`config.mk`:
```
export PLATFORM = sky130hd
export DESIGN_NAME = i2c_rtc_register_bridge_top_flat
export DESIGN_NICKNAME = d
export VERILOG_FILES = /design/src/design/rtcb_pkg.sv /design/src/design/rtcb_ifs.sv /design/src/design/rtcb_store.sv /design/src/design/i2c_rtc_register_bridge_top.sv /design/src/flat_wrapper.sv
export SDC_FILE = /design/constraint.sdc
export NUM_CORES = 1
export LEC_CHECK = 0
export CAP_MARGIN = 10
export CELL_PAD_IN_SITES_DETAIL_PLACEMENT = 0
export CELL_PAD_IN_SITES_GLOBAL_PLACEMENT = 1
export CORE_ASPECT_RATIO = 1.2
export CORE_MARGIN = 5
export CORE_UTILIZATION = 56
export DETAILED_ROUTE_END_ITERATION = 10
export DONT_BUFFER_PORTS = 1
export PLACE_DENSITY = 0.9
export RECOVER_POWER = 25
export SYNTH_ARGS = -nofsm -noshare
export SYNTH_HDL_FRONTEND = slang
export SYNTH_SLANG_ARGS = --single-unit
```
`constraint.sdc`:
```
create_clock -name clk -period 13.07 [get_ports clk]
set_input_delay 1.9605 -clock clk [delete_from_list [all_inputs] [get_ports clk]]
set_output_delay 1.9605 -clock clk [all_outputs]
set_load 0.05 [all_outputs]
```
`src/design/rtcb_pkg.sv`:
```
// Shared constants, codes, request structs and BCD helper for the RTC register bridge.
`default_nettype none

package rtcb_pkg;

  localparam int MEM_BYTES  = 64;
  localparam int PTR_W      = $clog2(MEM_BYTES);
  localparam int TIME_REGS  = 7;
  localparam int BUSY_START = 2;

  typedef enum logic [2:0] {
    OP_WR_DATA   = 3'd0,
    OP_WR_CTRL   = 3'd1,
    OP_RD_DATA   = 3'd2,
    OP_RD_STATUS = 3'd3,
    OP_SOFT_RST  = 3'd4,
    OP_REFRESH   = 3'd5
  } op_t;

  typedef enum logic [1:0] {
    PH_IDLE  = 2'd0,
    PH_WRITE = 2'd1,
    PH_READ  = 2'd2,
    PH_ERROR = 2'd3
  } phase_t;

  typedef struct packed {
    logic             en;
    logic [PTR_W-1:0] addr;
    logic [7:0]       data;
  } wr_req_t;

  typedef struct packed {
    logic       en;
    logic [7:0] sec;
    logic [7:0] min;
    logic [7:0] hr;
    logic [7:0] wday;
    logic [7:0] mday;
    logic [7:0] mon;
    logic [7:0] year;
  } refresh_req_t;

  // Tens found by independent compares against multiples of ten.
  function automatic logic [7:0] to_bcd(input logic [6:0] v);
    logic [3:0] tens;
    logic [6:0] units;
    tens = '0;
    for (int k = 1; k <= 12; k++) begin
      if (v >= 7'(10 * k)) tens = 4'(k);
    end
    units = v - 7'(int'(tens) * 10);
    return {tens, units[3:0]};
  endfunction

endpackage

`default_nettype wire

```
`src/design/rtcb_ifs.sv`:
```
// Valid/ready channel interfaces for the request and response sides.
`default_nettype none

interface rtcb_req_if;
  logic       valid;
  logic       ready;
  logic [2:0] operation;
  logic [7:0] bus_value;
  logic [5:0] seconds;
  logic [5:0] minutes;
  logic [4:0] hours;
  logic [2:0] weekday;
  logic [4:0] day_of_month;
  logic [3:0] month_index;
  logic [6:0] year_in_century;

  modport source (
    output valid, operation, bus_value, seconds, minutes, hours, weekday,
           day_of_month, month_index, year_in_century,
    input  ready
  );
  modport sink (
    input  valid, operation, bus_value, seconds, minutes, hours, weekday,
           day_of_month, month_index, year_in_century,
    output ready
  );
endinterface

interface rtcb_rsp_if;
  logic       valid;
  logic       ready;
  logic [7:0] read_value;

  modport source (output valid, read_value, input ready);
  modport sink (input valid, read_value, output ready);
endinterface

`default_nettype wire

```
`src/design/rtcb_store.sv`:
```
// Clock register file: time registers in flops, remaining bytes in a memory with valid bits.
`default_nettype none

module rtcb_store
  import rtcb_pkg::*;
(
  input  wire logic             clk,
  input  wire logic             rst,
  input  wire wr_req_t          wr,
  input  wire refresh_req_t     rfs,
  input  wire logic [PTR_W-1:0] rd_addr,
  input  wire logic [PTR_W-1:0] rd_addr_next,
  output logic [7:0]            rd_byte
);

  logic [7:0]           time_reg [TIME_REGS];
  logic [7:0]           mem [MEM_BYTES];
  logic [MEM_BYTES-1:0] valid;
  logic [7:0]           rd_data;
  logic                 rd_valid;
  logic                 wr_time;

  assign wr_time = wr.addr < PTR_W'(TIME_REGS);

  // Time registers; refresh is skipped while the clock-halt bit is set.
  always_ff @(posedge clk) begin
    if (rst) begin
      for (int i = 0; i < TIME_REGS; i++) time_reg[i] <= '0;
    end else if (rfs.en && !time_reg[0][7]) begin
      time_reg[0] <= rfs.sec;
      time_reg[1] <= rfs.min;
      time_reg[2] <= rfs.hr;
      time_reg[3] <= rfs.wday;
      time_reg[4] <= rfs.mday;
      time_reg[5] <= rfs.mon;
      time_reg[6] <= rfs.year;
    end else if (wr.en && wr_time) begin
      time_reg[wr.addr[2:0]] <= wr.data;
    end
  end

  always_ff @(posedge clk) begin
    if (rst) begin
      valid    <= '0;
      rd_valid <= 1'b0;
    end else begin
      if (wr.en && !wr_time) valid[wr.addr] <= 1'b1;
      rd_valid <= valid[rd_addr_next];
    end
  end

  always_ff @(posedge clk) begin
    if (wr.en && !wr_time) mem[wr.addr] <= wr.data;
    rd_data <= mem[rd_addr_next];
  end

  always_comb begin
    if (rd_addr < PTR_W'(TIME_REGS)) rd_byte = time_reg[rd_addr[2:0]];
    else if (rd_valid)               rd_byte = rd_data;
    else                             rd_byte = '0;
  end

endmodule

`default_nettype wire

```
`src/design/i2c_rtc_register_bridge_top.sv`:
```
// Top level of the I2C RTC register bridge: host request decode, transfer control, response.
//
// Usage:
//   req carries one host register access per request (write data, write control,
//   read data, read status, soft reset, time refresh) plus the binary time fields
//   used by a refresh. rsp returns exactly one byte per request: the buffered read
//   byte, the status byte (bit0 busy, bit1 error), or zero.
// Latency: the response for a request is valid on the cycle after it is accepted.
// Throughput: one request per cycle unless stalled; all work happens in a single
//   registered pass from the accepted request to the response register, with the
//   register file read ahead through a registered memory port at the next pointer value.
// Stall: req.ready drops only while the response register holds a byte that rsp
//   has not taken; a new request is accepted in the same cycle the old byte leaves.
// Reset: rst (synchronous, active high) clears all control state, the time
//   registers and the valid bits of the register memory, so every byte reads as
//   zero until written. No clearing pass is needed; requests are taken right away.
// Control writes are only armed; a status poll acts on them, and busy then counts
//   down over the following polls.
`default_nettype none

module i2c_rtc_register_bridge_top
  import rtcb_pkg::*;
(
  input  wire logic   clk,
  input  wire logic   rst,
  rtcb_req_if.sink    req,
  rtcb_rsp_if.source  rsp
);

  logic             accept;
  op_t              op;

  logic [PTR_W-1:0] register_pointer, register_pointer_next;
  phase_t           transfer_phase, transfer_phase_next;
  logic [7:0]       outgoing_byte, outgoing_byte_next;
  logic [7:0]       incoming_byte, incoming_byte_next;
  logic [1:0]       busy_count, busy_count_next;
  logic             error_flag, error_flag_next;
  logic             control_pending, control_pending_next;
  logic [1:0]       control_bits, control_bits_next;
  logic [7:0]       previous_byte, previous_byte_next;
  logic             previous_direction, previous_direction_next;

  logic             out_valid;
  logic [7:0]       out_value;
  logic [7:0]       result;

  logic             handle;
  logic             ctrl_en;
  logic             ctrl_dir;
  phase_t           eff_phase;
  logic [PTR_W-1:0] ptr_inc;
  logic             addr_ok;
  logic [7:0]       rd_byte;
  logic [6:0]       year_mod;
  wr_req_t          wr;
  refresh_req_t     rfs;

  assign accept    = req.valid && req.ready;
  assign req.ready = !out_valid || rsp.ready;
  assign op        = op_t'(req.operation);

  // Control is acted on by a status poll once busy has expired.
  assign handle    = (op == OP_RD_STATUS) && (busy_count == '0) && control_pending;
  assign ctrl_en   = control_bits[0];
  assign ctrl_dir  = control_bits[1];
  // A repeat of the same byte and direction keeps the phase; anything else restarts.
  assign eff_phase = (incoming_byte == previous_byte && ctrl_dir == previous_direction)
                     ? transfer_phase : PH_IDLE;
  assign ptr_inc   = (register_pointer == PTR_W'(MEM_BYTES - 1))
                     ? '0 : register_pointer + PTR_W'(1);
  assign addr_ok   = {1'b0, incoming_byte} < 9'(MEM_BYTES);

  // Next-state logic for the transfer sequencer and its registers.
  always_comb begin
    register_pointer_next   = register_pointer;
    transfer_phase_next     = transfer_phase;
    outgoing_byte_next      = outgoing_byte;
    incoming_byte_next      = incoming_byte;
    busy_count_next         = busy_count;
    error_flag_next         = error_flag;
    control_pending_next    = control_pending;
    control_bits_next       = control_bits;
    previous_byte_next      = previous_byte;
    previous_direction_next = previous_direction;
    unique case (op)
      OP_WR_DATA: incoming_byte_next = req.bus_value;
      OP_WR_CTRL: begin
        control_bits_next    = req.bus_value[1:0];
        control_pending_next = 1'b1;
      end
      OP_RD_STATUS: begin
        if (busy_count != '0) begin
          busy_count_next = busy_count - 2'd1;
        end else if (!control_pending && transfer_phase == PH_READ) begin
          control_pending_next = 1'b1;
        end else if (handle) begin
          control_pending_next = 1'b0;
          if (!ctrl_en) begin
            transfer_phase_next = PH_IDLE;
            busy_count_next     = '0;
          end else begin
            busy_count_next         = 2'(BUSY_START);
            transfer_phase_next     = eff_phase;
            previous_byte_next      = incoming_byte;
            previous_direction_next = ctrl_dir;
            if (ctrl_dir) begin
              transfer_phase_next   = PH_READ;
              outgoing_byte_next    = rd_byte;
              register_pointer_next = ptr_inc;
              error_flag_next       = 1'b0;
            end else begin
              unique case (eff_phase)
                PH_IDLE: begin
                  if (addr_ok) begin
                    register_pointer_next = incoming_byte[PTR_W-1:0];
                    transfer_phase_next   = PH_WRITE;
                    error_flag_next       = 1'b0;
                  end else begin
                    error_flag_next     = 1'b1;
                    transfer_phase_next = PH_ERROR;
                  end
                end
                PH_WRITE: begin
                  register_pointer_next = ptr_inc;
                  error_flag_next       = 1'b0;
                end
                PH_READ: begin
                  error_flag_next     = 1'b1;
                  transfer_phase_next = PH_ERROR;
                end
                default: ;
              endcase
            end
          end
        end
      end
      OP_SOFT_RST: begin
        transfer_phase_next     = PH_IDLE;
        busy_count_next         = '0;
        error_flag_next         = 1'b0;
        control_pending_next    = 1'b0;
        previous_byte_next      = '0;
        previous_direction_next = 1'b0;
      end
      default: ;
    endcase
  end

  // Outputs of the pass: response byte, memory write and time refresh requests.
  always_comb begin
    result = '0;
    unique case (op)
      OP_RD_DATA:   result = outgoing_byte;
      OP_RD_STATUS: result = {6'b0, error_flag, busy_count != '0};
      default: ;
    endcase
  end

  assign wr.en   = accept && handle && ctrl_en && !ctrl_dir && (eff_phase == PH_WRITE);
  assign wr.addr = register_pointer;
  assign wr.data = incoming_byte;

  assign year_mod = (req.year_in_century >= 7'd100)
                    ? req.year_in_century - 7'd100 : req.year_in_century;

  assign rfs.en   = accept && (op == OP_REFRESH);
  assign rfs.sec  = to_bcd(7'(req.seconds)) & 8'h7F;
  assign rfs.min  = to_bcd(7'(req.minutes)) & 8'h7F;
  assign rfs.hr   = to_bcd(7'(req.hours)) & 8'h3F;
  assign rfs.wday = (req.weekday == 3'd0) ? 8'd7 : 8'(req.weekday);
  assign rfs.mday = to_bcd(7'(req.day_of_month)) & 8'h3F;
  assign rfs.mon  = to_bcd(7'(req.month_index) + 7'd1) & 8'h1F;
  assign rfs.year = to_bcd(year_mod);

  // Read ahead at the pointer value the next cycle will hold.
  rtcb_store u_store (
    .clk          (clk),
    .rst          (rst),
    .wr           (wr),
    .rfs          (rfs),
    .rd_addr      (register_pointer),
    .rd_addr_next (accept ? register_pointer_next : register_pointer),
    .rd_byte      (rd_byte)
  );

  always_ff @(posedge clk) begin
    if (rst) begin
      register_pointer   <= '0;
      transfer_phase     <= PH_IDLE;
      outgoing_byte      <= '0;
      incoming_byte      <= '0;
      busy_count         <= '0;
      error_flag         <= 1'b0;
      control_pending    <= 1'b0;
      control_bits       <= '0;
      previous_byte      <= '0;
      previous_direction <= 1'b0;
    end else if (accept) begin
      register_pointer   <= register_pointer_next;
      transfer_phase     <= transfer_phase_next;
      outgoing_byte      <= outgoing_byte_next;
      incoming_byte      <= incoming_byte_next;
      busy_count         <= busy_count_next;
      error_flag         <= error_flag_next;
      control_pending    <= control_pending_next;
      control_bits       <= control_bits_next;
      previous_byte      <= previous_byte_next;
      previous_direction <= previous_direction_next;
    end
  end

  // Response register: load on accept, drop once taken.
  always_ff @(posedge clk) begin
    if (rst) begin
      out_valid <= 1'b0;
    end else if (accept) begin
      out_valid <= 1'b1;
    end else if (rsp.ready) begin
      out_valid <= 1'b0;
    end
  end

  always_ff @(posedge clk) begin
    if (accept) out_value <= result;
  end

  assign rsp.valid      = out_valid;
  assign rsp.read_value = out_value;

endmodule

`default_nettype wire

```
`src/flat_wrapper.sv`:
```
// flat-port wrapper written by rule: the top's interface ports become plain ports
module i2c_rtc_register_bridge_top_flat import rtcb_pkg::*;
  (clk, rst, req_valid, req_operation, req_bus_value, req_seconds, req_minutes, req_hours, req_weekday, req_day_of_month, req_month_index, req_year_in_century, req_ready, rsp_valid, rsp_read_value, rsp_ready);
  rtcb_req_if req_i ();
  rtcb_rsp_if rsp_i ();
  input  wire logic clk;
  input  wire logic rst;
  input wire logic [$bits(req_i.valid)-1:0] req_valid;
  input wire logic [$bits(req_i.operation)-1:0] req_operation;
  input wire logic [$bits(req_i.bus_value)-1:0] req_bus_value;
  input wire logic [$bits(req_i.seconds)-1:0] req_seconds;
  input wire logic [$bits(req_i.minutes)-1:0] req_minutes;
  input wire logic [$bits(req_i.hours)-1:0] req_hours;
  input wire logic [$bits(req_i.weekday)-1:0] req_weekday;
  input wire logic [$bits(req_i.day_of_month)-1:0] req_day_of_month;
  input wire logic [$bits(req_i.month_index)-1:0] req_month_index;
  input wire logic [$bits(req_i.year_in_century)-1:0] req_year_in_century;
  output wire logic [$bits(req_i.ready)-1:0] req_ready;
  output wire logic [$bits(rsp_i.valid)-1:0] rsp_valid;
  output wire logic [$bits(rsp_i.read_value)-1:0] rsp_read_value;
  input wire logic [$bits(rsp_i.ready)-1:0] rsp_ready;
  assign req_i.valid = req_valid;
  assign req_i.operation = req_operation;
  assign req_i.bus_value = req_bus_value;
  assign req_i.seconds = req_seconds;
  assign req_i.minutes = req_minutes;
  assign req_i.hours = req_hours;
  assign req_i.weekday = req_weekday;
  assign req_i.day_of_month = req_day_of_month;
  assign req_i.month_index = req_month_index;
  assign req_i.year_in_century = req_year_in_century;
  assign req_ready = req_i.ready;
  assign rsp_valid = rsp_i.valid;
  assign rsp_read_value = rsp_i.read_value;
  assign rsp_i.ready = rsp_ready;
  i2c_rtc_register_bridge_top u_core (.clk(clk), .rst(rst), .req(req_i), .rsp(rsp_i));
endmodule
```
* Word level (Yosys, flattened, before mapping) *
Memory sizes are Yosys's and may differ from the RTL's. A register that Yosys moved wholly into a read port is not among the register bits.
Cells that the tools add are included.

operators by class
  $add $sub $neg = 10
  $mul = 6
  $lt $le $gt $ge = 66
  equal/unequal tests = 19
  mux-type cells = 139
  bitwise gates (word level) = 10
  reduce and logical (&&, ||, !) cells = 37

operator list
  kind                 number
  $mux 8               14
  $mux 4               24
  $ge 5x7->1 const B   12
  $ge 6x7->1 const B   12
  $or 64x64->64        1
  $mux 3               21
  $mux 6               9
  $ge 7x7->1 const B   7
  $mux 2               23
  $ge 6x6->1 const B   6
  $mux 1               35
  $pmux 8 s2           2
  $ge 5x5->1 const B   6
  $ge 6x5->1 const B   4
  $mul 4x3->3 const B  6
  $sub 4x4->4          6
  $ge 7x6->1 const B   3
  $ge 5x6->1 const B   3
  $ge 5x4->1 const B   3
  $ge 7x5->1 const B   2
  $logic_and 1x1->1    14
  $lt 6x7->1 const B   2
  $reduce_and 7->1     2
  $ge 6x4->1 const B   2
  other kinds (41)     68

storage, ports and cells
  flip-flop bits (word level) = 113
  memory bits (writable) = 568
  input port bits = 51
  output and inout bits = 10
  logic and storage cells = 303
  memories = 2

memory list
  memory                   words  bits a word  rd ports  clocked after Yosys merged registers in  write ports  RTL line          text
  u_core.u_store.mem       64     8            1         1                                        1            rtcb_store.sv:17  logic [7:0] mem [MEM_BYTES];
  u_core.u_store.time_reg  7      8            2         1                                        7            rtcb_store.sv:16  logic [7:0] time_reg [TIME_REGS];

* Depth between registers and ports, before layout *
Gate-level depths: netlist of run 1.

  depth after elaboration = 18
  gate-level depth with buffers = 22
  gate-level depth less buffers = 17

* Cells and area by module *
A second synthesis of run 1 with hierarchy kept.

unflattened totals
  cells, all modules = 1,838
  area, all modules = 29,622.2 µm²

modules (own cells, without submodules)
  module                       instances  cells each  area each (µm²)  seq. area each (µm²)
  rtcb_store                   1          1,367       25,978.7         18,758.0
  i2c_rtc_register_bridge_top  1          471         3,643.5          1,041.0

* Least setup slack after synthesis of run 1 *
No wires, ideal clock.

  path kind = input port to flip-flop
  from = input port req_year_in_century[2]
  to = memory u_core.u_store.time_reg[6][3] (data pin)
  library setup time = 254 ps
  arrival = 5,034 ps
  data required time = 12,816 ps
  path slack = 7,783 ps
  cell stages on the path = 15
  path buffers = 0
  cells stage by stage = or3_1 > o211a_1 > xnor2_1 > inv_1 > or2_2 > o22ai_1 > a211oi_1 > a21oi_1 > a21oi_1 > or2_2 > fa_1 > xnor2_1 > xnor2_1 > nor3_1 > a21o_1

RTL lines
  what             RTL line            text
  start, declared  flat_wrapper.sv:17  input wire logic [$bits(req_i.year_in_century)-1:0] req_year_in_century;
  end, declared    rtcb_store.sv:16

* Final worst setup path of run 1 *
  from = register u_core.incoming_byte[7]
  to = register u_core.u_store.rd_data[5], read port of u_core.u_store.mem

on the way
  longest elaborated chain between the ends = 12
  elaborated cells between the ends (all ways) = 15
  classes of those cells = order compare (1); eq/ne (2); mux (10); reduce/logical (2)

RTL lines
  what                                                                RTL line                            text
  start, declared                                                     i2c_rtc_register_bridge_top.sv:36   logic [7:0] incoming_byte, incoming_byte_next;
  start signal, assigned                                              i2c_rtc_register_bridge_top.sv:203  incoming_byte <= incoming_byte_next;
  parallel branches: the longest is 4 deep, another holds $lt 8x7->1  -
  $pmux 6 s2 (*)                                                      i2c_rtc_register_bridge_top.sv:113  unique case (eff_phase)
  $mux 6 (*)                                                          i2c_rtc_register_bridge_top.sv:107  if (ctrl_dir) begin
  $mux 6 (*)                                                          i2c_rtc_register_bridge_top.sv:99   if (!ctrl_en) begin
  $mux 6 (*)                                                          i2c_rtc_register_bridge_top.sv:97   end else if (handle) begin
  $mux 6 (*)                                                          i2c_rtc_register_bridge_top.sv:95   end else if (!control_pending && transfer_phase == PH_READ) begin
  $mux 6 (*)                                                          i2c_rtc_register_bridge_top.sv:93   if (busy_count != '0) begin
  $mux 6 (*)                                                          i2c_rtc_register_bridge_top.sv:86   unique case (op)
  $mux 6 (*)                                                          i2c_rtc_register_bridge_top.sv:183  .rd_addr_next (accept ? register_pointer_next : register_pointer),
  end, declared                                                       rtcb_store.sv:19                    logic [7:0] rd_data;

Every way passes the cells marked *.
A chain may end at the register's enable or synchronous reset.

==> key figures, run 1 <==
Run status
  – Status: finished with violations
  – Failing checks: max-capacitance violations, max-slew violations

Clock tree
  – Buffer depth of the longest clock path: 3
  – CTS tree: done
  – Root Buffer: clkbuf_16
  – Hold-fix buffers, CTS: 0
  – Clock slew seen by the registers of the worst setup and hold paths: 0.07 ns
  – Skew-Pair Late Insertion Delay: 0.61 ns
  – # clock sinks: 697
  – Number of CTS-inserted buffers: 61
  – Post-cts sizing count: 0
  – H-tree levels: 2
  – Setup Buffers After CTS: 0

Yosys
  – Largest family of logic cells by synthesized area: simple AND/OR/NAND/NOR gates
  – Post-Syn Area: 29,820 sq um
  – Seq/Total Area, Yosys: 66.38%
  – Cell variety after synth: 73
  – Post-synthesis simple-gate area fraction: 15.72%
  – Fraction of registers with async set/reset: 0%
  – Mux contribution to synthesized area: 3.922%
  – Post-Synth XOR/XNOR Area: 0.8264%
  – Count of flip-flops with a built-in enable after synthesis: 584
  – Fraction of the mapped netlist area in adder cells: 0.9733%
  – Synthesized instance count: 2,555
  – Synth Area in Compound Gates: 9.284%
  – Synth Flop Type: edfxtp_1
  – Yosys Warn Count: 0
  – Seq cells post-synth: 697
  – Mean area per synthesized cell: 11.67 sq um

Worst setup path
  – Worst stage delay on the critical path: 2.82 ns
  – Crit. End Element: flop
  – CP cell instances: clkbuf_1 -> nor2_1 -> nand2_1 -> nor4_1 -> nor4b_1 -> o21a_4 -> buf_4 -> a21oi_1 -> o21ai_0 -> nand4_1 -> o21ai_0 -> a211oi_1
  – CP arrival: 8.23 ns
  – Worst Path Buf+Inv: 2
  – Critical path's most frequent cell: o21ai_0
  – Crit path max-delay cell type: clkbuf_1
  – Startpoint Class: flop
  – Crit path required time: 13.54 ns
  – WS Path Type: flop to flop
  – Worst-path fanout max: 76
  – Critical path's top delay family: buffers and inverters

Drt
  – Vias: 20,410
  – Routed wire length: 80.05 mm
  – Drt first-iter violations: 2,313
  – Avg WL per Cell: 24.39 microns
  – Antenna viol nets, final: 0
  – DRC: 0
  – Vias per std cell: 6.220
  – DRT Pass-1 Iters: 6

Die
  – FP Rows: 92
  – Die height: 262.8 microns
  – Die Wd: 220.7 microns
  – DIE AREA: 57,990 sq um
  – Core ar.: 52,610 sq um
  – Starting Density: 56.70%
  – IO Count: 61

Power and ir drop
  – Internal Power: 3.475 mW
  – Peak supply drop: 0.0001046 V
  – Tot Pwr: 4.341 mW
  – Sequential share of power: 55.7%
  – Power share of the combinational group: 2.2%
  – Switching share of power: 19.94%
  – Clock power share: 42.1%
  – Psw: 0.8656 mW
  – Pleak: 11.21 nW
  – Power Dens Cells: 133.9 nW/um^2

Flow run
  – Max Cap Violations: 8

Global routing
  – Grt peak-use layer: met2
  – Overall Global Routing Usage: 27.11%
  – Largest net degree at the start of global routing: 118
  – M1 GR Usage: 33.86%
  – First-pass GRT wire length: 120.6 mm
  – Grt met2 use: 44.77%
  – Initial antenna violation count: 0
  – Overflow after GRT: 0
  – Vias in the first global route: 20,020
  – Global Route met3 Usage: 5.266%

STA
  – Setup TNS: 0 ns
  – Max-slew headroom at the worst pin: -181.8%
  – Final Critical Period: 7.759 ns
  – Final hold slack: 0.4610 ns
  – Fin crit share: 59.36%
  – Max Slew Vio Count: 394
  – Achievable Freq: 128.9 MHz
  – Clock skew: 0.01610 ns
  – Unrepaired setup endpoints after global routing: false
  – Worst-margin pin slew: 4.227 ns
  – Final-report hold violation count: 0
  – Final setup viols: 0

Min path
  – Hold Crit Class: flop to flop

Cells and area
  – Most frequent cells in the layout: edfxtp_1, nand2_1, nor2_1, a21oi_1, dfxtp_1
  – Fill cells: 4,029
  – Layout Nets: 2,593
  – Layout cells sized above 1: 6.638%
  – Final Cell Area: 32,420 sq um
  – Number of flip-flops in the largest register: 512
  – Syn-to-layout area delta: 8.701%
  – Most common cell after layout, fill and taps aside: edfxtp_1

Place
  – Dpl hpwl: 49.75 mm
  – Placed Area: 30,370 sq um
  – IO Port Bufs: 0
  – Gp weighted congestion: 0.8940
[Yosys cell counts, types with 24 or more instances]
cell type	instances	area share (%)
buf_2	64	1.1
clkbuf_1	78	0.98
o21ai_0	105	1.8
dfxtp_1	113	7.6
a31oi_1	50	1.0
inv_1	24	0.30
nand3_1	100	1.7
mux2i_1	91	3.1
a21oi_1	133	2.2
edfxtp_1	584	59
nor2_1	239	3.0
nand2_1	552	6.9
and3_1	45	0.94
nand4_1	27	0.57
[kinds of logic after synthesis]
family	count (synthesis)
and+or+nand+nor	1079
AOI/OAI and AO/OA	439
other	1
muxes	105
adders and majority gates	20
buffers and inverters	188
DFF	697
xor gates and xnor gates	26
[per-layer routing]
metal | vias to the layer above | share of wire, %
li1 | 9135 | -
met1 | 10050 | 36
met2 | 1014 | 49
met3 | 216 | 8.4
met4 | 0 | 6.4
met5 | - | 0
[per-stage QoR]
| step | setup slack (ns) | instances | util, % |
|---|---|---|---|
| 6_report | 5.311 | 3282 | 61.63 |
| 4_1_cts | 7.205 | 3278 | 61.65 |
| 3_3_place_gp | 6.654 | 3163 | 57.73 |
| 3_5_place_dp | 6.562 | 3163 | 57.73 |
| 5_1_grt | 5.047 | 3281 | 61.62 |
| 2_1_floorplan | 7.783 | 2586 | - |
[power by group through the flow]
stage / combinational (mW) / sequential, mW / clock (mW)
6_report: 0.0943 / 2.42 / 1.83
5_1_grt: 0.104 / 2.42 / 1.92
4_1_cts: 0.0938 / 2.42 / 1.83
3_5_place_dp: 0.0935 / 2.47 / 0
3_3_place_gp: 0.0897 / 2.47 / 0
2_1_floorplan: 0.0685 / 2.47 / 0
[worst paths after layout]
kind / start / endpoint / slack (ns) / cells after the start
setup / recovery: u_core.incoming_byte[7]$_SDFFE_PP0P_ / u_core.u_store.rd_data[5]$_DFF_P_ / 5.31 / 12
hold / removal: u_core.previous_byte[0]$_SDFFE_PP0P_ / u_core.previous_byte[0]$_SDFFE_PP0P_ / 0.46 / 2
setup reg to reg: u_core.incoming_byte[7]$_SDFFE_PP0P_ / u_core.u_store.rd_data[5]$_DFF_P_ / 5.31 / 12
hold reg to reg: u_core.previous_byte[0]$_SDFFE_PP0P_ / u_core.previous_byte[0]$_SDFFE_PP0P_ / 0.46 / 2
[worst register-to-register path, stage by stage, from the launching register on]
cell and delay [ns]:
dfxtp_1 0.34, clkbuf_1 2.82, nor2_1 0.64, nand2_1 0.25
nor4_1 0.08, nor4b_1 0.73, o21a_4 0.56, buf_4 0.63
a21oi_1 0.13, o21ai_0 0.36, nand4_1 0.53, o21ai_0 0.45
a211oi_1 0.10
[layout make-up]
class	instances	area [sq um]	share of cell area [%]
Clock buffer	98	1941	5.986
Sequential cell	697	19800	61.07
Clock inverter	17	120.1	0.3705
Tap cell	705	882.1	2.721
Multi-Input combinational cell	1701	9316	28.74
Inverter	25	98.84	0.3049
Antenna cell	1	2.502	0.007719
Timing Repair Buffer	38	260.3	0.8028
Note: power is estimated with default switching activity, not from simulation.
==> inputs of run 2 (changes only) <==
--- a/config.mk
+++ b/config.mk
@@ -10,10 +10,10 @@
 export CELL_PAD_IN_SITES_GLOBAL_PLACEMENT = 1
 export CORE_ASPECT_RATIO = 1.2
 export CORE_MARGIN = 5
-export CORE_UTILIZATION = 56
+export CORE_UTILIZATION = 47
 export DETAILED_ROUTE_END_ITERATION = 10
 export DONT_BUFFER_PORTS = 1
-export PLACE_DENSITY = 0.9
+export PLACE_DENSITY = 0.81
 export RECOVER_POWER = 25
 export SYNTH_ARGS = -nofsm -noshare
 export SYNTH_HDL_FRONTEND = slang
==> constraint.sdc (replaced) <==
create_clock -name clk -period 6.27 [get_ports clk]
set_input_delay 0.9405 -clock clk [delete_from_list [all_inputs] [get_ports clk]]
set_output_delay 0.9405 -clock clk [all_outputs]
set_load 0.05 [all_outputs]
==> key figures, run 2 (synthesized netlist as in run 1, its figures left out) <==
Clock tree
  – Buffer depth of the longest clock path: 3 (unchanged)
  – Number of CTS-inserted buffers: 68 (was 61)
  – Skew-Pair Late Insertion Delay: 0.62 ns (was 0.61 ns)
  – CTS tree: done (unchanged)
  – Post-cts sizing count: 0 (unchanged)
  – Setup Buffers After CTS: 0 (unchanged)
  – # clock sinks: 697 (unchanged)
  – Hold-fix buffers, CTS: 0 (unchanged)
  – Root Buffer: clkbuf_16 (unchanged)
  – Clock slew seen by the registers of the worst setup and hold paths: 0.06 ns (was 0.07 ns)
  – H-tree levels: 3 (was 2)

Global routing
  – First-pass GRT wire length: 122.1 mm (was 120.6 mm)
  – Initial antenna violation count: 0 (unchanged)
  – Overall Global Routing Usage: 23.27% (was 27.11%)
  – Largest net degree at the start of global routing: 121 (was 118)
  – Overflow after GRT: 0 (unchanged)
  – Vias in the first global route: 19,670 (was 20,020)

Die
  – FP Rows: 101 (was 92)
  – Die height: 286.0 microns (was 262.8 microns)
  – Starting Density: 47.30% (was 56.70%)
  – IO Count: 61 (unchanged)
  – Core ar.: 63,060 sq um (was 52,610 sq um)
  – DIE AREA: 68,620 sq um (was 57,990 sq um)
  – Die Wd: 240.0 microns (was 220.7 microns)

STA
  – Achievable Freq: 193.4 MHz (was 128.9 MHz)
  – Final Critical Period: 5.172 ns (was 7.759 ns)
  – Worst-margin pin slew: 1.329 ns (was 4.227 ns)
  – Post-route worst setup slack: 1.098 ns (was 5.311 ns)
  – Max Slew Vio Count: 0 (was 394)
  – Clock skew: 0.03164 ns (was 0.01610 ns)
  – Final-report hold violation count: 0 (unchanged)
  – Unrepaired setup endpoints after global routing: false (unchanged)
  – Final setup viols: 0 (unchanged)
  – Setup TNS: 0 ns (unchanged)
  – Max-slew headroom at the worst pin: 11.07% (was -181.8%)
  – Fin crit share: 82.48% (was 59.36%)

Worst setup path
  – Reg-to-reg startpoint: u_core.incoming_byte[0]$_SDFFE_PP0P_ (was u_core.incoming_byte[7]$_SDFFE_PP0P_)
  – Setup slack, reg-to-reg: 1.10 ns (was 5.31 ns)
  – Crit. End Element: flop (unchanged)
  – Startpoint Class: flop (unchanged)
  – WS Path Type: flop to flop (unchanged)
  – CP arrival: 5.70 ns (was 8.23 ns)
  – Crit path required time: 6.80 ns (was 13.54 ns)
  – Reg2reg path depth: 14 (was 12)
  – Worst R2R End: u_core.u_store.rd_data[7]$_DFF_P_ (was u_core.u_store.rd_data[5]$_DFF_P_)
  – Worst-path fanout max: 17 (was 76)

Place
  – Dpl hpwl: 50.53 mm (was 49.75 mm)
  – Gp weighted congestion: 0.8989 (was 0.8940)
  – Place WS: 1.153 ns (was 6.562 ns)
  – Placed Area: 30,670 sq um (was 30,370 sq um)
  – IO Port Bufs: 0 (unchanged)

Cells and area
  – Most common cell after layout, fill and taps aside: edfxtp_1 (unchanged)
  – Post-layout util: 52.10% (was 61.63%)
  – Antenna cells: 0 (was 1)
  – Sequential Area: 19,800 sq um (about the same)
  – Fill cells: 5,328 (was 4,029)
  – Multi-input logic area: 9318 sq um (was 9316 sq um)
  – Syn-to-layout area delta: 10.16% (was 8.701%)
  – Layout Nets: 2,611 (was 2,593)
  – Layout cells sized above 1: 7.550% (was 6.638%)
  – Final Cell Area: 32,860 sq um (was 32,420 sq um)
  – Most frequent cells in the layout: edfxtp_1, nand2_1, nor2_1, a21oi_1, dfxtp_1 (unchanged)
  – Number of flip-flops in the largest register: 512 (unchanged)

Drt
  – Antenna viol nets, final: 0 (unchanged)
  – Avg WL per Cell: 23.74 microns (was 24.39 microns)
  – Drt first-iter violations: 1,976 (was 2,313)
  – Vias: 20,060 (was 20,410)
  – M1 WL: 31.33 mm (was 28.97 mm)
  – Met3 wire length: 5.598 mm (was 6.727 mm)
  – Vias per std cell: 5.864 (was 6.220)
  – DRC: 0 (unchanged)
  – WL met2: 41.25 mm (was 39.20 mm)
  – Max layer used: met4 (unchanged)
  – Routed wire length: 81.20 mm (was 80.05 mm)
  – DRT Pass-1 Iters: 5 (was 6)

Run status
  – Status: finished clean (was finished with violations)

Min path
  – Worst hold path depth: 1 (was 2)
  – Hold Path End: u_core.busy_count[0]$_SDFFE_PP0P_ (was u_core.previous_byte[0]$_SDFFE_PP0P_)
  – Hold Crit Class: input pin to flop (was flop to flop)
  – Hold path start: rst (was u_core.previous_byte[0]$_SDFFE_PP0P_)

Power and ir drop
  – Pleak: 11.35 nW (was 11.21 nW)
  – Power Dens Cells: 282.8 nW/um^2 (was 133.9 nW/um^2)
  – Peak supply drop: 0.0002096 V (was 0.0001046 V)

Flow run
  – Max Cap Violations: 0 (was 8)
[run 2: cell types whose count changed in the layout (fill, tap and decap cells not counted), sizes merged]
cell / before / now
clkbuf: 106 / 87
bufinv: 1 / 6
clkinv: 13 / 23
clkinvlp: 0 / 5
diode: 1 / 0
buf: 30 / 49
[run 2: through the flow]
step | cells | power (mW) | hold WS (ns)
after floorplan | 2586 | 5.282 | 0.4379
after global placement | 3296 | 5.328 | 0.4483
after detailed placement | 3296 | 5.335 | 0.4566
after CTS | 3420 | 9.338 | 0.4129
after global routing | 3420 | 9.558 | 0.4030
final | 3420 | 9.292 | 0.4115
[run 2: critical path: stages, from the launching register on]
cell and delay, ns:
dfxtp_2 0.34, xnor2_1 0.26, nand4_4 0.17, or3_1 0.56
ha_1 0.39, nor2_1 0.18, o221ai_1 0.13, o21ai_0 0.15
and3b_1 0.63, nor2b_2 0.95, buf_4 0.41, o21ai_0 0.17
nand4_1 0.12, o21ai_0 0.31, a211oi_1 0.30
[run 2: layout make-up]
cell class	count	area share (%)
multi-input cells	1701	28.36
flip-flops and latches	697	60.27
inverters	25	0.3008
clock inverters	37	1.177
repair buffers	49	1.272
well taps	824	3.138
clock buffers	87	5.487
[run 2: routing by layer]
metal	track usage (%)	vias to the layer above
li1	-	9196
met3	4.416	157
met4	8.896	0
met2	40.19	752
met5	0	-
met1	29.08	9951
[run 2: worst max path at each step]
stage | from | end
after global routing | u_core.incoming_byte[3]$_SDFFE_PP0P_ | u_core.u_store.rd_data[7]$_DFF_P_
after detailed placement | u_core.incoming_byte[3]$_SDFFE_PP0P_ | u_core.u_store.rd_data[3]$_DFF_P_
final | u_core.incoming_byte[0]$_SDFFE_PP0P_ | u_core.u_store.rd_data[7]$_DFF_P_
after CTS | u_core.incoming_byte[3]$_SDFFE_PP0P_ | u_core.u_store.rd_data[7]$_DFF_P_
after floorplan | u_core.incoming_byte[0]$_SDFFE_PP0P_ | u_core.u_store.rd_data[2]$_DFF_P_
after global placement | u_core.incoming_byte[4]$_SDFFE_PP0P_ | u_core.u_store.rd_data[7]$_DFF_P_
[run 2: power by group]
group	internal, mW	leakage [nW]	switching [mW]
Clock	2.30	1.06	1.75
Combinational	0.0704	4.62	0.124
Sequential	5.01	5.67	0.0269
Total	7.39	11.3	1.90
==> inputs of run 3 (changes only) <==
--- a/config.mk
+++ b/config.mk
@@ -5,15 +5,16 @@
 export SDC_FILE = /design/constraint.sdc
 export NUM_CORES = 1
 export LEC_CHECK = 0
+export ABC_AREA = 1
 export CAP_MARGIN = 10
 export CELL_PAD_IN_SITES_DETAIL_PLACEMENT = 0
 export CELL_PAD_IN_SITES_GLOBAL_PLACEMENT = 1
 export CORE_ASPECT_RATIO = 1.2
 export CORE_MARGIN = 5
-export CORE_UTILIZATION = 47
+export CORE_UTILIZATION = 46
 export DETAILED_ROUTE_END_ITERATION = 10
 export DONT_BUFFER_PORTS = 1
-export PLACE_DENSITY = 0.81
+export PLACE_DENSITY = 0.8
 export RECOVER_POWER = 25
 export SYNTH_ARGS = -nofsm -noshare
 export SYNTH_HDL_FRONTEND = slang
==> constraint.sdc (replaced) <==
create_clock -name clk -period 4.6 [get_ports clk]
set_input_delay 0.69 -clock clk [delete_from_list [all_inputs] [get_ports clk]]
set_output_delay 0.69 -clock clk [all_outputs]
set_load 0.05 [all_outputs]
==> key figures, run 3 <==
Power and ir drop
  – Internal Power: 10.56 mW (was 7.389 mW)
  – Power share of the combinational group: 2.5% (was 2.1%)
  – Tot Pwr: 13.25 mW (was 9.292 mW)
  – Sequential share of power: 52.2% (was 54.3%)
  – Switching share of power: 20.31% (was 20.48%)
  – Power Dens Cells: 391.7 nW/um^2 (was 282.8 nW/um^2)
  – Psw: 2.692 mW (was 1.903 mW)
  – Peak supply drop: 0.0002686 V (was 0.0002096 V)
  – Pleak: 12.40 nW (was 11.35 nW)
  – Clock power share: 45.3% (was 43.7%)

Cells and area
  – Final Cell Area: 33,830 sq um (was 32,860 sq um)
  – Multi-input logic area: 8705 sq um (was 9318 sq um)
  – Antenna cells: 0 (unchanged)
  – Sequential Area: 19,800 sq um (unchanged)
  – Layout cells sized above 1: 7.682% (was 7.550%)
  – Layout Nets: 2,944 (was 2,611)
  – Fill cells: 5,682 (was 5,328)
  – Post-layout util: 52.19% (was 52.10%)
  – Number of flip-flops in the largest register: 512 (unchanged)
  – Syn-to-layout area delta: 12.11% (was 10.16%)
  – Most frequent cells in the layout: edfxtp_1, nor2_1, nand2_1, inv_1, nand3_1 (was edfxtp_1, nand2_1, nor2_1, a21oi_1, dfxtp_1)
  – Final non-filler cell total: 3,761 (was 3,420)
  – Most common cell after layout, fill and taps aside: edfxtp_1 (unchanged)

STA
  – Final setup viols: 0 (unchanged)
  – Fin crit share: 87.33% (was 82.48%)
  – Setup TNS: 0 ns (unchanged)
  – Max Slew Vio Count: 379 (was 0)
  – Final-report hold violation count: 0 (unchanged)
  – Clock skew: 0.03041 ns (was 0.03164 ns)
  – Final Critical Period: 4.017 ns (was 5.172 ns)
  – Achievable Freq: 248.9 MHz (was 193.4 MHz)
  – Max-slew headroom at the worst pin: -154.7% (was 11.07%)
  – Post-route worst setup slack: 0.5829 ns (was 1.098 ns)
  – Final hold slack: 0.1356 ns (was 0.4115 ns)
  – Unrepaired setup endpoints after global routing: false (unchanged)
  – Worst-margin pin slew: 3.821 ns (was 1.329 ns)

Drt
  – Vias per std cell: 5.659 (was 5.864)
  – Routed wire length: 80.82 mm (was 81.20 mm)
  – Avg WL per Cell: 21.49 microns (was 23.74 microns)
  – DRC: 0 (unchanged)
  – Vias: 21,280 (was 20,060)
  – Antenna viol nets, final: 0 (unchanged)
  – Drt first-iter violations: 2,187 (was 1,976)
  – DRT Pass-1 Iters: 6 (was 5)

Yosys
  – Seq/Total Area, Yosys: 65.61% (was 66.38%)
  – Post-Synth XOR/XNOR Area: 0.4063% (was 0.8264%)
  – Share of the synthesized area in the top cell type: 58.11% (was 58.80%)
  – Fraction of registers with async set/reset: 0% (unchanged)
  – Fraction of the mapped netlist area in adder cells: 0.8955% (was 0.9733%)
  – Yosys Warn Count: 0 (unchanged)
  – Synthesized instance count: 2,829 (was 2,555)
  – Top cells by count, synth: edfxtp_1, nor2_1, nand2_1 (was edfxtp_1, nand2_1, nor2_1)
  – Post-synthesis simple-gate area fraction: 15.32% (was 15.72%)
  – Seq cells post-synth: 697 (unchanged)
  – Largest family of logic cells by synthesized area: simple AND/OR/NAND/NOR gates (unchanged)
  – Mux contribution to synthesized area: 0% (was 3.922%)
  – Synth Flop Type: edfxtp_1 (unchanged)
  – Largest cells by area after synthesis: edfxtp_1, dfxtp_1, o211ai_1 (was edfxtp_1, dfxtp_1, nand2_1)
  – Mean area per synthesized cell: 10.67 sq um (was 11.67 sq um)
  – Yosys top cell by area: edfxtp_1 (unchanged)
  – Post-Syn Area: 30,180 sq um (was 29,820 sq um)
  – Most frequent cell after synthesis: edfxtp_1 (unchanged)
  – Synth Area in Compound Gates: 11.68% (was 9.284%)
  – Count of flip-flops with a built-in enable after synthesis: 584 (unchanged)
  – Cell variety after synth: 49 (was 73)

Global routing
  – Initial antenna violation count: 0 (unchanged)
  – Vias in the first global route: 20,910 (was 19,670)
  – Overflow after GRT: 0 (unchanged)
  – First-pass GRT wire length: 122.0 mm (was 122.1 mm)
  – Overall Global Routing Usage: 22.21% (was 23.27%)
  – Largest net degree at the start of global routing: 118 (was 121)

Run status
  – Status: finished with violations (was finished clean)
  – Failing checks: max-capacitance violations, max-slew violations

Clock tree
  – Hold-fix buffers, CTS: 0 (unchanged)
  – Root Buffer: clkbuf_16 (unchanged)
  – H-tree levels: 3 (unchanged)
  – Buffer depth of the longest clock path: 3 (unchanged)
  – Setup Buffers After CTS: 0 (unchanged)
  – Clock slew seen by the registers of the worst setup and hold paths: 0.06 ns (about the same)
  – Number of CTS-inserted buffers: 70 (was 68)
  – Skew-Pair Late Insertion Delay: 0.62 ns (about the same)
  – CTS tree: done (unchanged)
  – # clock sinks: 697 (unchanged)
  – Post-cts sizing count: 0 (unchanged)

Place
  – Dpl hpwl: 49.51 mm (was 50.53 mm)
  – IO Port Bufs: 0 (unchanged)
  – Place WS: 0.5585 ns (was 1.153 ns)
  – Placed insts: 3,635 (was 3,296)
  – Placed Area: 31,460 sq um (was 30,670 sq um)
  – Gp weighted congestion: 0.8746 (was 0.8989)

Die
  – Die height: 290.6 microns (was 286.0 microns)
  – Starting Density: 46.55% (was 47.30%)
  – Die Wd: 243.8 microns (was 240.0 microns)
  – FP Rows: 102 (was 101)
  – DIE AREA: 70,850 sq um (was 68,620 sq um)
  – IO Count: 61 (unchanged)
  – Core ar.: 64,830 sq um (was 63,060 sq um)

Worst setup path
  – Setup slack, reg-to-reg: 0.58 ns (was 1.10 ns)
  – Crit. End Element: flop (unchanged)
  – Worst-path fanout max: 42 (was 17)
  – Startpoint Class: flop (unchanged)
  – Crit path required time: 5.15 ns (was 6.80 ns)
  – WS Path Type: flop to flop (unchanged)
  – CP arrival: 4.57 ns (was 5.70 ns)

Min path
  – Hold Crit Class: input pin to flop (unchanged)

Flow run
  – Max Cap Violations: 6 (was 0)
run 3: cell count changes after synthesis, moves of 37 or more:
cell and delta:
mux2i_1 -91, nor2_1 +189, nand2_1 -178, o21ai_0 +80, o21ai_1 +37, a31oi_1 -46
inv_1 +253, a21oi_1 -87, nand3_1 +143, and3_1 -45, o211ai_1 +213
run 3: cell type report:
cell class | instances | share of cell area (%)
Clock inverter | 41 | 1.694
Sequential cell | 697 | 58.53
Inverter | 295 | 3.273
Multi-Input combinational cell | 1723 | 25.73
Tap cell | 832 | 3.077
Clock buffer | 85 | 5.432
Timing Repair Buffer | 88 | 2.271
run 3: worst paths after layout:
| check | from | to | depth (start not counted) |
|---|---|---|---|
| setup / recovery | u_core.incoming_byte[4]$_SDFFE_PP0P_ | u_core.u_store.rd_data[2]$_DFF_P_ | 20 |
| hold / removal | rst | u_core.previous_byte[2]$_SDFFE_PP0P_ | 1 |
| setup reg to reg | u_core.incoming_byte[4]$_SDFFE_PP0P_ | u_core.u_store.rd_data[2]$_DFF_P_ | 20 |
| hold reg to reg | u_core.u_store.valid[0]$_SDFFE_PP0P_ | u_core.u_store.valid[0]$_SDFFE_PP0P_ | 2 |
run 3: kinds of logic (layout without fill, tap and decap cells):
| kind of cell | after synthesis | in the layout |
|---|---|---|
| AND/OR/NAND/NOR | 1103 | 1103 |
| AO/OA/AOI/OAI | 556 | 556 |
| flip-flops | 697 | 697 |
| other | 1 | 32 |
| buffers and inverters | 440 | 509 |
| XOR/XNOR | 14 | 14 |
| adder cells (fa/ha/maj) | 18 | 18 |
run 3: critical path: stages (launching register included):
cell     delay (ns)
dfxtp_1        0.36
inv_1          0.24
nand2_1        0.13
nand4_1        0.11
nor2_1         0.17
nand3_2        0.28
ha_1           0.35
inv_1          0.14
o22ai_1        0.14
a21oi_4        0.21
nand2_2        0.12
nand2_8        0.17
buf_4          0.41
nor2_1         0.08
nor2_1         0.09
o21ai_0        0.08
nand3_1        0.11
nand3_1        0.22
nand3_1        0.19
nand3_1        0.18
nand2_1        0.12
run 3: power groups by stage:
stage	clock, mW	sequential (mW)	combinational (mW)
floorplan	0	7.05	0.211
global placement	0	7.04	0.324
detailed placement	0	7.04	0.333
CTS	6.09	6.91	0.335
global route	6.38	6.91	0.372
finish	6.01	6.91	0.334
run 3: layer usage:
| layer | wire length, microns | GRT usage, % | vias up |
|---|---|---|---|
| met1 | 31200 | 27.43 | 10290 |
| met3 | 6071 | 4.755 | 177 |
| met5 | 0 | 0 | - |
| met2 | 39640 | 37.61 | 842 |
| met4 | 3910 | 10.10 | 0 |
| li1 | - | - | 9977 |
